<file path="config.mk">
export PLATFORM = sky130hd
export DESIGN_NAME = lsb_stego_stream_extractor
export DESIGN_NICKNAME = d
export VERILOG_FILES = /design/src/hw/rtl/lsb_steg_pkg.sv /design/src/hw/rtl/lsb_steg_cfg_regs.sv /design/src/hw/rtl/lsb_steg_parser.sv /design/src/hw/rtl/lsb_steg_out_buf.sv /design/src/hw/rtl/lsb_stego_stream_extractor.sv
export VERILOG_INCLUDE_DIRS = /design/src /design/src/hw/rtl
export SDC_FILE = /design/constraint.sdc
export NUM_CORES = 1
export LEC_CHECK = 0
export BUFFER_PORTS_ARGS = -buffer_cell sky130_fd_sc_hd__clkbuf_2
export CAP_MARGIN = 20
export CORE_ASPECT_RATIO = 0.5
export CORE_UTILIZATION = 58
export DETAILED_ROUTE_END_ITERATION = 16
export PLACE_DENSITY = 0.76
export SLEW_MARGIN = 30
export SYNTH_ARGS = -nofsm -noshare
export SYNTH_HDL_FRONTEND = slang
export SYNTH_HIERARCHICAL = 1
export SYNTH_SLANG_ARGS = --single-unit
</file>
<file path="constraint.sdc">
create_clock -name clk_i -period 7.1 [get_ports clk_i]
set_input_delay 1.42 -clock clk_i [delete_from_list [all_inputs] [get_ports clk_i]]
set_output_delay 1.42 -clock clk_i [all_outputs]
set_load 0.05 [all_outputs]
</file>
<file path="src/hw/rtl/lsb_stego_stream_extractor_defines.svh">
// Assertion macros shared by the stego extractor RTL.
`ifndef LSB_STEGO_STREAM_EXTRACTOR_DEFINES_SVH
`define LSB_STEGO_STREAM_EXTRACTOR_DEFINES_SVH

// Same-cycle implication, sampled on clk_i and disabled while rst_ni is low.
`define LSB_ASSERT_IMP(lbl, ante, cons, msg) \
  lbl: assert property (@(posedge clk_i) disable iff (!rst_ni) (ante) |-> (cons)) \
    else $error(msg);

// Next-cycle implication, sampled on clk_i and disabled while rst_ni is low.
`define LSB_ASSERT_NXT(lbl, ante, cons, msg) \
  lbl: assert property (@(posedge clk_i) disable iff (!rst_ni) (ante) |=> (cons)) \
    else $error(msg);

`endif

</file>
<file path="src/hw/rtl/lsb_steg_pkg.sv">
// Shared types, codes and constants of the stego extractor.
`timescale 1ns / 1ps
package lsb_steg_pkg;

  localparam int unsigned ImageByteW   = 8;
  localparam int unsigned PayloadByteW = 8;
  localparam int unsigned SkipW        = 16;
  localparam int unsigned MagicW       = 16;
  localparam int unsigned WordW        = 32;
  localparam int unsigned BitCntW      = 6;
  localparam int unsigned CfgIdxW      = 2;
  localparam int unsigned CfgDataW     = 32;

  // Bits collected for each field of the hidden header.
  localparam logic [BitCntW-1:0] MagicBits = BitCntW'(16);
  localparam logic [BitCntW-1:0] WordBits  = BitCntW'(32);
  localparam logic [BitCntW-1:0] ByteBits  = BitCntW'(8);

  // Register indexes on the configuration port.
  localparam logic [CfgIdxW-1:0] RegHeaderSkip    = CfgIdxW'(0);
  localparam logic [CfgIdxW-1:0] RegMagicWord     = CfgIdxW'(1);
  localparam logic [CfgIdxW-1:0] RegExtensionWord = CfgIdxW'(2);

  // Register reset values: a 54-byte bitmap header, magic "#&", extension ".txt".
  localparam logic [SkipW-1:0]  HeaderSkipRst    = 16'd54;
  localparam logic [MagicW-1:0] MagicWordRst     = 16'h2326;
  localparam logic [WordW-1:0]  ExtensionWordRst = 32'h2E74_7874;

  typedef enum logic [1:0] {
    KIND_PAYLOAD   = 2'd0,
    KIND_DONE      = 2'd1,
    KIND_MAGIC_ERR = 2'd2,
    KIND_EXT_ERR   = 2'd3
  } kind_e;

  typedef struct packed {
    logic [SkipW-1:0]  header_skip;
    logic [MagicW-1:0] magic_word;
    logic [WordW-1:0]  extension_word;
  } cfg_t;

  typedef struct packed {
    kind_e                   kind;
    logic [PayloadByteW-1:0] payload_byte;
    logic                    last;
  } result_t;

endpackage

</file>
<file path="src/hw/rtl/lsb_steg_cfg_regs.sv">
// Configuration register file of the stego extractor.
`timescale 1ns / 1ps
module lsb_steg_cfg_regs (
  input  logic                                 clk_i,
  input  logic                                 rst_ni,
  input  logic                                 we_i,
  input  logic [lsb_steg_pkg::CfgIdxW-1:0]     idx_i,
  input  logic [lsb_steg_pkg::CfgDataW-1:0]    wdata_i,
  output lsb_steg_pkg::cfg_t                   cfg_o
);

  lsb_steg_pkg::cfg_t cfg_q, cfg_d;

  always_comb begin
    cfg_d = cfg_q;
    if (we_i) begin
      case (idx_i)
        lsb_steg_pkg::RegHeaderSkip:
          cfg_d.header_skip = wdata_i[lsb_steg_pkg::SkipW-1:0];
        lsb_steg_pkg::RegMagicWord:
          cfg_d.magic_word = wdata_i[lsb_steg_pkg::MagicW-1:0];
        lsb_steg_pkg::RegExtensionWord:
          cfg_d.extension_word = wdata_i[lsb_steg_pkg::WordW-1:0];
        default: ;
      endcase
    end
  end

  always_ff @(posedge clk_i or negedge rst_ni) begin
    if (!rst_ni) begin
      cfg_q.header_skip    <= lsb_steg_pkg::HeaderSkipRst;
      cfg_q.magic_word     <= lsb_steg_pkg::MagicWordRst;
      cfg_q.extension_word <= lsb_steg_pkg::ExtensionWordRst;
    end else begin
      cfg_q <= cfg_d;
    end
  end

  assign cfg_o = cfg_q;

endmodule

</file>
<file path="src/hw/rtl/lsb_steg_parser.sv">
// Header skip and hidden-bit parser: one image byte in, at most one result out.
`timescale 1ns / 1ps
module lsb_steg_parser (
  input  logic                    clk_i,
  input  logic                    rst_ni,
  input  logic                    in_valid_i,
  input  logic                    image_bit_i,
  input  logic                    first_byte_i,
  input  lsb_steg_pkg::cfg_t      cfg_i,
  output logic                    res_valid_o,
  output lsb_steg_pkg::result_t   res_o
);

  typedef enum logic [2:0] {
    PH_IDLE   = 3'd0,
    PH_SKIP   = 3'd1,
    PH_MAGIC  = 3'd2,
    PH_EXTLEN = 3'd3,
    PH_EXT    = 3'd4,
    PH_SIZE   = 3'd5,
    PH_DATA   = 3'd6
  } phase_e;

  phase_e                                 phase_q, phase_d, ph;
  logic [lsb_steg_pkg::SkipW-1:0]         skip_q, skip_d, skip_cur, skip_inc;
  logic [lsb_steg_pkg::BitCntW-1:0]       cnt_q, cnt_d, cnt_cur, cnt_inc, need;
  logic [lsb_steg_pkg::WordW-1:0]         shift_q, shift_d, shift_cur, shifted;
  logic [lsb_steg_pkg::WordW-1:0]         rem_q, rem_d, rem_cur, rem_dec;

  always_comb begin
    ph        = phase_q;
    skip_cur  = skip_q;
    cnt_cur   = cnt_q;
    shift_cur = shift_q;
    rem_cur   = rem_q;

    // A first-byte marker restarts the file, whatever the parser was doing.
    if (first_byte_i) begin
      skip_cur  = '0;
      rem_cur   = '0;
      cnt_cur   = '0;
      shift_cur = '0;
      ph        = (cfg_i.header_skip == '0) ? PH_MAGIC : PH_SKIP;
    end

    skip_inc = skip_cur + lsb_steg_pkg::SkipW'(1);
    shifted  = {shift_cur[lsb_steg_pkg::WordW-2:0], image_bit_i};
    cnt_inc  = cnt_cur + lsb_steg_pkg::BitCntW'(1);
    rem_dec  = rem_cur - lsb_steg_pkg::WordW'(1);

    if (ph == PH_MAGIC) begin
      need = lsb_steg_pkg::MagicBits;
    end else if (ph == PH_DATA) begin
      need = lsb_steg_pkg::ByteBits;
    end else begin
      need = lsb_steg_pkg::WordBits;
    end

    phase_d = ph;
    skip_d  = skip_cur;
    cnt_d   = cnt_cur;
    shift_d = shift_cur;
    rem_d   = rem_cur;

    res_valid_o        = 1'b0;
    res_o.kind         = lsb_steg_pkg::KIND_PAYLOAD;
    res_o.payload_byte = '0;
    res_o.last         = 1'b0;

    case (ph)
      PH_SKIP: begin
        skip_d = skip_inc;
        // The >= compare keeps a lowered limit from hanging the skip; a wrap also ends it.
        if (skip_inc >= cfg_i.header_skip || skip_inc == '0) begin
          phase_d = PH_MAGIC;
          cnt_d   = '0;
          shift_d = '0;
        end
      end
      PH_MAGIC, PH_EXTLEN, PH_EXT, PH_SIZE, PH_DATA: begin
        shift_d = shifted;
        cnt_d   = cnt_inc;
        if (cnt_inc >= need) begin
          cnt_d   = '0;
          shift_d = '0;
          case (ph)
            PH_MAGIC: begin
              if (shifted[lsb_steg_pkg::MagicW-1:0] != cfg_i.magic_word) begin
                phase_d     = PH_IDLE;
                res_valid_o = 1'b1;
                res_o.kind  = lsb_steg_pkg::KIND_MAGIC_ERR;
                res_o.last  = 1'b1;
              end else begin
                phase_d = PH_EXTLEN;
              end
            end
            PH_EXTLEN: phase_d = PH_EXT;
            PH_EXT: begin
              if (shifted != cfg_i.extension_word) begin
                phase_d     = PH_IDLE;
                res_valid_o = 1'b1;
                res_o.kind  = lsb_steg_pkg::KIND_EXT_ERR;
                res_o.last  = 1'b1;
              end else begin
                phase_d = PH_SIZE;
              end
            end
            PH_SIZE: begin
              rem_d = shifted;
              if (shifted == '0) begin
                phase_d     = PH_IDLE;
                res_valid_o = 1'b1;
                res_o.kind  = lsb_steg_pkg::KIND_DONE;
                res_o.last  = 1'b1;
              end else begin
                phase_d = PH_DATA;
              end
            end
            default: begin
              rem_d              = rem_dec;
              res_valid_o        = 1'b1;
              res_o.payload_byte = shifted[lsb_steg_pkg::PayloadByteW-1:0];
              res_o.last         = (rem_dec == '0);
              phase_d            = (rem_dec == '0) ? PH_IDLE : PH_DATA;
            end
          endcase
        end
      end
      default: phase_d = PH_IDLE;
    endcase

    // Nothing happens without an accepted byte.
    if (!in_valid_i) begin
      res_valid_o = 1'b0;
    end
  end

  always_ff @(posedge clk_i or negedge rst_ni) begin
    if (!rst_ni) begin
      phase_q <= PH_IDLE;
      skip_q  <= '0;
      cnt_q   <= '0;
      shift_q <= '0;
      rem_q   <= '0;
    end else if (in_valid_i) begin
      phase_q <= phase_d;
      skip_q  <= skip_d;
      cnt_q   <= cnt_d;
      shift_q <= shift_d;
      rem_q   <= rem_d;
    end
  end

endmodule

</file>
<file path="src/hw/rtl/lsb_steg_out_buf.sv">
// Two-entry result register with skid stage; ready comes from a flop.
`timescale 1ns / 1ps
module lsb_steg_out_buf (
  input  logic                    clk_i,
  input  logic                    rst_ni,
  input  logic                    push_i,
  input  lsb_steg_pkg::result_t   push_data_i,
  output logic                    ready_o,
  output logic                    out_valid_o,
  output lsb_steg_pkg::result_t   out_data_o,
  input  logic                    out_ready_i
);

  logic                  out_valid_q, out_valid_d;
  logic                  skid_valid_q, skid_valid_d;
  lsb_steg_pkg::result_t out_q, out_d, skid_q, skid_d;

  always_comb begin
    out_valid_d  = out_valid_q;
    out_d        = out_q;
    skid_valid_d = skid_valid_q;
    skid_d       = skid_q;
    if (!out_valid_q || out_ready_i) begin
      if (skid_valid_q) begin
        out_valid_d  = 1'b1;
        out_d        = skid_q;
        skid_valid_d = 1'b0;
      end else begin
        out_valid_d = push_i;
        out_d       = push_data_i;
      end
    end else if (push_i) begin
      skid_valid_d = 1'b1;
      skid_d       = push_data_i;
    end
  end

  always_ff @(posedge clk_i or negedge rst_ni) begin
    if (!rst_ni) begin
      out_valid_q  <= 1'b0;
      skid_valid_q <= 1'b0;
    end else begin
      out_valid_q  <= out_valid_d;
      skid_valid_q <= skid_valid_d;
    end
  end

  always_ff @(posedge clk_i) begin
    out_q  <= out_d;
    skid_q <= skid_d;
  end

  assign ready_o     = !skid_valid_q;
  assign out_valid_o = out_valid_q;
  assign out_data_o  = out_q;

endmodule

</file>
<file path="src/hw/rtl/lsb_stego_stream_extractor.sv">
// Top level of the LSB steganography stream extractor.
`timescale 1ns / 1ps
`include "lsb_stego_stream_extractor_defines.svh"

// The extractor takes a carrier image file one byte per word on the slave
// stream, with tuser set on the first byte of each file. It skips header_skip
// bytes and then gathers the least significant bit of each byte, most
// significant bit first, into a 16-bit magic marker, a 32-bit extension length
// (read and discarded), a 32-bit extension and a 32-bit payload size; every
// following group of eight bits is sent out on the master stream as one
// payload word, with tlast on the final one. A wrong magic or extension gives a
// single error word with tlast, and an empty payload a single done word; after
// any final word the block ignores input until the next first-byte marker. An
// input word is taken every clock cycle: the parser state updates in one pass
// between the stream input and the result register, and a two-entry result
// buffer (output register plus skid register) keeps tready high while a
// finished word waits on the master side, so a stall there holds the slave
// side only after two words are waiting. Results leave from the output register.
// The user writes configuration registers through the cfg port only while no
// file is in progress; the block itself does not enforce this.
module lsb_stego_stream_extractor (
  input  logic                                   clk_i,
  input  logic                                   rst_ni,
  // Configuration write port.
  input  logic                                   cfg_we_i,
  input  logic [lsb_steg_pkg::CfgIdxW-1:0]       cfg_idx_i,
  input  logic [lsb_steg_pkg::CfgDataW-1:0]      cfg_wdata_i,
  // Slave stream: image bytes.
  input  logic                                   s_axis_tvalid,
  output logic                                   s_axis_tready,
  input  logic [lsb_steg_pkg::ImageByteW-1:0]    s_axis_tdata,  // [7:0] image_byte
  input  logic                                   s_axis_tuser,  // [0] first_byte
  // Master stream: results.
  output logic                                   m_axis_tvalid,
  input  logic                                   m_axis_tready,
  output logic [lsb_steg_pkg::PayloadByteW-1:0]  m_axis_tdata,  // [7:0] payload_byte
  output logic [1:0]                             m_axis_tuser,  // [1:0] kind
  output logic                                   m_axis_tlast
);

  lsb_steg_pkg::cfg_t    cfg;
  lsb_steg_pkg::result_t par_res;
  lsb_steg_pkg::result_t out_res;
  logic                  in_accept;
  logic                  par_res_valid;

  assign in_accept = s_axis_tvalid && s_axis_tready;

  lsb_steg_cfg_regs u_cfg_regs (
    .clk_i   (clk_i),
    .rst_ni  (rst_ni),
    .we_i    (cfg_we_i),
    .idx_i   (cfg_idx_i),
    .wdata_i (cfg_wdata_i),
    .cfg_o   (cfg)
  );

  // Only bit 0 of each byte carries hidden data.
  lsb_steg_parser u_parser (
    .clk_i        (clk_i),
    .rst_ni       (rst_ni),
    .in_valid_i   (in_accept),
    .image_bit_i  (s_axis_tdata[0]),
    .first_byte_i (s_axis_tuser),
    .cfg_i        (cfg),
    .res_valid_o  (par_res_valid),
    .res_o        (par_res)
  );

  lsb_steg_out_buf u_out_buf (
    .clk_i       (clk_i),
    .rst_ni      (rst_ni),
    .push_i      (par_res_valid),
    .push_data_i (par_res),
    .ready_o     (s_axis_tready),
    .out_valid_o (m_axis_tvalid),
    .out_data_o  (out_res),
    .out_ready_i (m_axis_tready)
  );

  assign m_axis_tdata = out_res.payload_byte;
  assign m_axis_tuser = out_res.kind;
  assign m_axis_tlast = out_res.last;

  // A result is only produced by an accepted image byte.
  `LSB_ASSERT_IMP(a_res_needs_accept, par_res_valid, in_accept,
                  "parser produced a result without an accepted byte")
  // Every non-payload word closes its file.
  `LSB_ASSERT_IMP(a_status_is_last,
                  m_axis_tvalid && (m_axis_tuser != lsb_steg_pkg::KIND_PAYLOAD),
                  m_axis_tlast && (m_axis_tdata == '0),
                  "status word without tlast or with nonzero data")
  // Back-pressure on the input means both result entries are occupied.
  `LSB_ASSERT_IMP(a_stall_has_output, !s_axis_tready, m_axis_tvalid,
                  "input stalled with no result waiting")
  // A full buffer still holds a word in the next cycle.
  `LSB_ASSERT_NXT(a_full_stays_valid, !s_axis_tready, m_axis_tvalid,
                  "buffered result lost after a full buffer")

endmodule

</file>
==> results.tsv <==
metric	value	unit
tightest_slew	0.955	ns
synth-main-ff-cell	dfrtp_1	
synth-adder-area-share	0.0279	
cts_htree_levels	4	
syn-instance-count	1088	
outcome	finished, final reports clean	
layout_common_cells	128 x dfrtp_1, 68 x mux2_2, 66 x nor2_1, 66 x nand2_1	
fin_ws	1.42	ns
grt_max_degree	88	
ios	61	
fp.dieH	98.3	um
synth_compound_area_frac	0.200	
p_int	0.00176	W
p_comb_frac	0.119	
cts_tree	yes	
grt-ovfl-total	0	
layout.nets	1173	
cts.reportedPaths.clkPinSlew	0.07	ns
min_path_type	reg -> reg	
yosys.area_share.xor_xnor	0.0317	
rows	34	
reg2reg_to	u_out_buf/out_data_o[0]	
synth.distinct_cells	83	
slew_headroom	0.361	
clock.fmax	176	MHz
slowest_delay	0.76	ns
place.gp.congestion	0.960	
worst-setup-path-type	in -> reg	
syn-cell-area	0.0108	mm^2
grt_use_total	0.324	
via_count	9259	
holdPathStages	1	
fin_cells	1348	
multiInputGateArea	0.00568	mm^2
p_leak	5.21	nW
synth.area.mux_share	0.0842	
r2r_start	u_parser/rem_q[5]	
async_flop_share	0.875	
grt_setup_unrepaired	false	
wl_per_cell	22.5	um
ir_drop	0.178	mV
max_cap_viol_count	0	
yosysSeqAreaShare	0.422	
fin_tns_setup	0	ns
postRouteAntennaNets	0	
grt_pass1_wl	48500	um
min_period	5.68	ns
finalMaxSlewViolations	0	
cts_setup_buffers	0	
ff2ff_path_depth	9	
synthSimpleGateAreaFrac	0.182	
sequentialPowerShare	0.497	
cts_hold_buf	0	
hold_viol_final	0	
synth_warnings	6	
cp_data_required_time	7.39	ns
avgSynthCellArea	9.89	um^2
die_area	0.0191	mm^2
ff2ff_setup_slack	2.57	ns
power.density	209	mW/mm^2
synth_edf_count	22	
fin_worst_skew	0.0102	ns
crit_slowest_cell	nor4_1	
swShare	0.281	
critPathMaxFanout	33	
port_buffers	53	
fin_util	0.659	
antenna_cells	0	
arrival	5.97	ns
cts.sinks	176	
die_x	195	um
drtIter0Drc	975	
cts_resized	0	
cts_buffer_depth	2	
n_fill_cell	1428	
drt_first_pass_iters	5	
hpwl	21100	um
synth_top_family_by_area	compound AO/OA/AOI/OAI gates	
clkPwrFrac	0.385	
dp.cells	1316	
antenna_found_initial	0	
crit_path_end_kind	flip-flop	
core	0.0177	mm^2
switching_power	0.000687	W
clkLatencyLatePin	0.44	ns
holdPathEnd	u_cfg_regs/cfg_o[30]	
ys_seq_elements	176	
path_cells	clkbuf_2 > inv_1 > buf_4 > nand2_1 > ha_1 > and2_0 > o211ai_2 > or3_1 > a221oi_2 > nand4_1 > or4b_2 > nor4_1 > o21ai_0	
syn_to_final_growth	8.58	%
start_util	0.607	
setup_viol_count_final	0	
seq_area	0.00455	mm^2
cp_top_family	simple AND/OR/NAND/NOR gates	
pre_cts_ws	1.15	ns
drcViolationCount	0	
grt_pass1_vias	8781	
wirelength	30400	um
ctsRootBufferMaster	clkbuf_16	
layout_commonest_cell	dfrtp_1	
timing.final.crit_share	0.800	
drive_above_1_share	0.206	
via_per_inst	6.87	
start_kind	input port	
cp_num_buf_inv	3	
synth_fp_nets	1160	
cts-buffers-inserted	17	
hold_start	u_cfg_regs/cfg_o[30]	
[power groups by stage]
stage	clock (W)	combinational [W]	sequential (W)
floorplan	0	0.000209	0.00119
global route	0.000989	0.000318	0.00122
finish	0.000940	0.000290	0.00121
detailed placement	0	0.000286	0.00123
global placement	0	0.000274	0.00122
CTS	0.000953	0.000287	0.00121
[how the worst max path moves through the flow]
stage,depth (start not counted),startpoint,slack [ns],to
after floorplan,23,s_axis_tuser,1.11,u_parser/shift_q[10]
after global placement,13,s_axis_tuser,1.26,u_parser/phase_q[2]
after detailed placement,13,s_axis_tuser,1.15,u_parser/phase_q[2]
after CTS,14,s_axis_tuser,1.61,u_out_buf/out_data_o[0]
after global routing,13,s_axis_tuser,1.22,u_parser/phase_q[1]
final,13,s_axis_tuser,1.42,u_parser/phase_q[2]
[synthesized netlist by cell type, types with 10 or more instances]
cell / n / area (um^2)
and2_1: 10 / 62.6
clkbuf_1: 47 / 176
xnor2_1: 24 / 210
nand2b_1: 12 / 75.1
o21ai_0: 47 / 235
dfstp_2: 26 / 683
xor2_1: 15 / 131
buf_2: 12 / 60.1
a22o_1: 56 / 490
nand3_1: 22 / 110
or3_1: 10 / 62.6
dfrtp_1: 128 / 3200
nand2_1: 66 / 248
nor3_1: 27 / 135
mux2_2: 68 / 766
a22oi_1: 16 / 120
nor2b_1: 19 / 119
nand4_1: 23 / 144
o22ai_1: 12 / 75.1
edfxtp_1: 22 / 661
nor2_1: 66 / 248
a21oi_1: 31 / 155
and3_1: 11 / 68.8
a31oi_1: 11 / 68.8
ha_1: 24 / 300
inv_1: 56 / 210
o31ai_1: 10 / 75.1
o2bb2ai_1: 24 / 210
nor4_1: 28 / 175
a21o_1: 13 / 97.6
[per-layer routing]
| layer | global-route usage | vias to the layer above | part of all wire |
|---|---|---|---|
| met5 | 0 | - | 0 |
| met4 | 0.0726 | 0 | 0.011 |
| met3 | 0.0687 | 29 | 0.092 |
| met2 | 0.486 | 443 | 0.44 |
| met1 | 0.482 | 4652 | 0.46 |
| li1 | - | 4135 | - |
[layout make-up]
cell class,count,area share
Timing Repair Buffer,67,0.0325
Tap cell,234,0.0251
Clock inverter,14,0.0124
Inverter,56,0.0180
Sequential cell,176,0.389
Multi-Input combinational cell,783,0.486
Clock buffer,18,0.0367
[per-stage QoR]
step / area (um^2) / hold slack, ns / total power [W]
after global routing: 11700 / 0.534 / 0.00253
after global placement: 11100 / 0.481 / 0.00150
after CTS: 11700 / 0.515 / 0.00245
after detailed placement: 11100 / 0.499 / 0.00152
final: 11700 / 0.511 / 0.00244
after floorplan: 10800 / 0.458 / 0.00140
[state kept, by name (all words and copies together) (netlist names)]
name / cells
u_out_buf/out_valid_o: 1
u_out_buf/skid_valid_q: 1
u_parser/skip_q: 16
u_parser/phase_q: 3
u_parser/rem_q: 32
u_cfg_regs/cfg_o: 64
u_parser/cnt_q: 6
u_parser/shift_q: 31
u_out_buf/skid_q: 11
u_out_buf/out_data_o: 11
[cell families (layout without fill, tap and decap cells)]
logic type	count (synthesis)	in the layout
buf+inv	129	155
fa+ha+maj	24	24
xor+xnor	39	39
simple gates	351	351
flops	176	176
compound gates	291	291
mux	78	78
No activity file was read; power rests on OpenSTA's default activity.
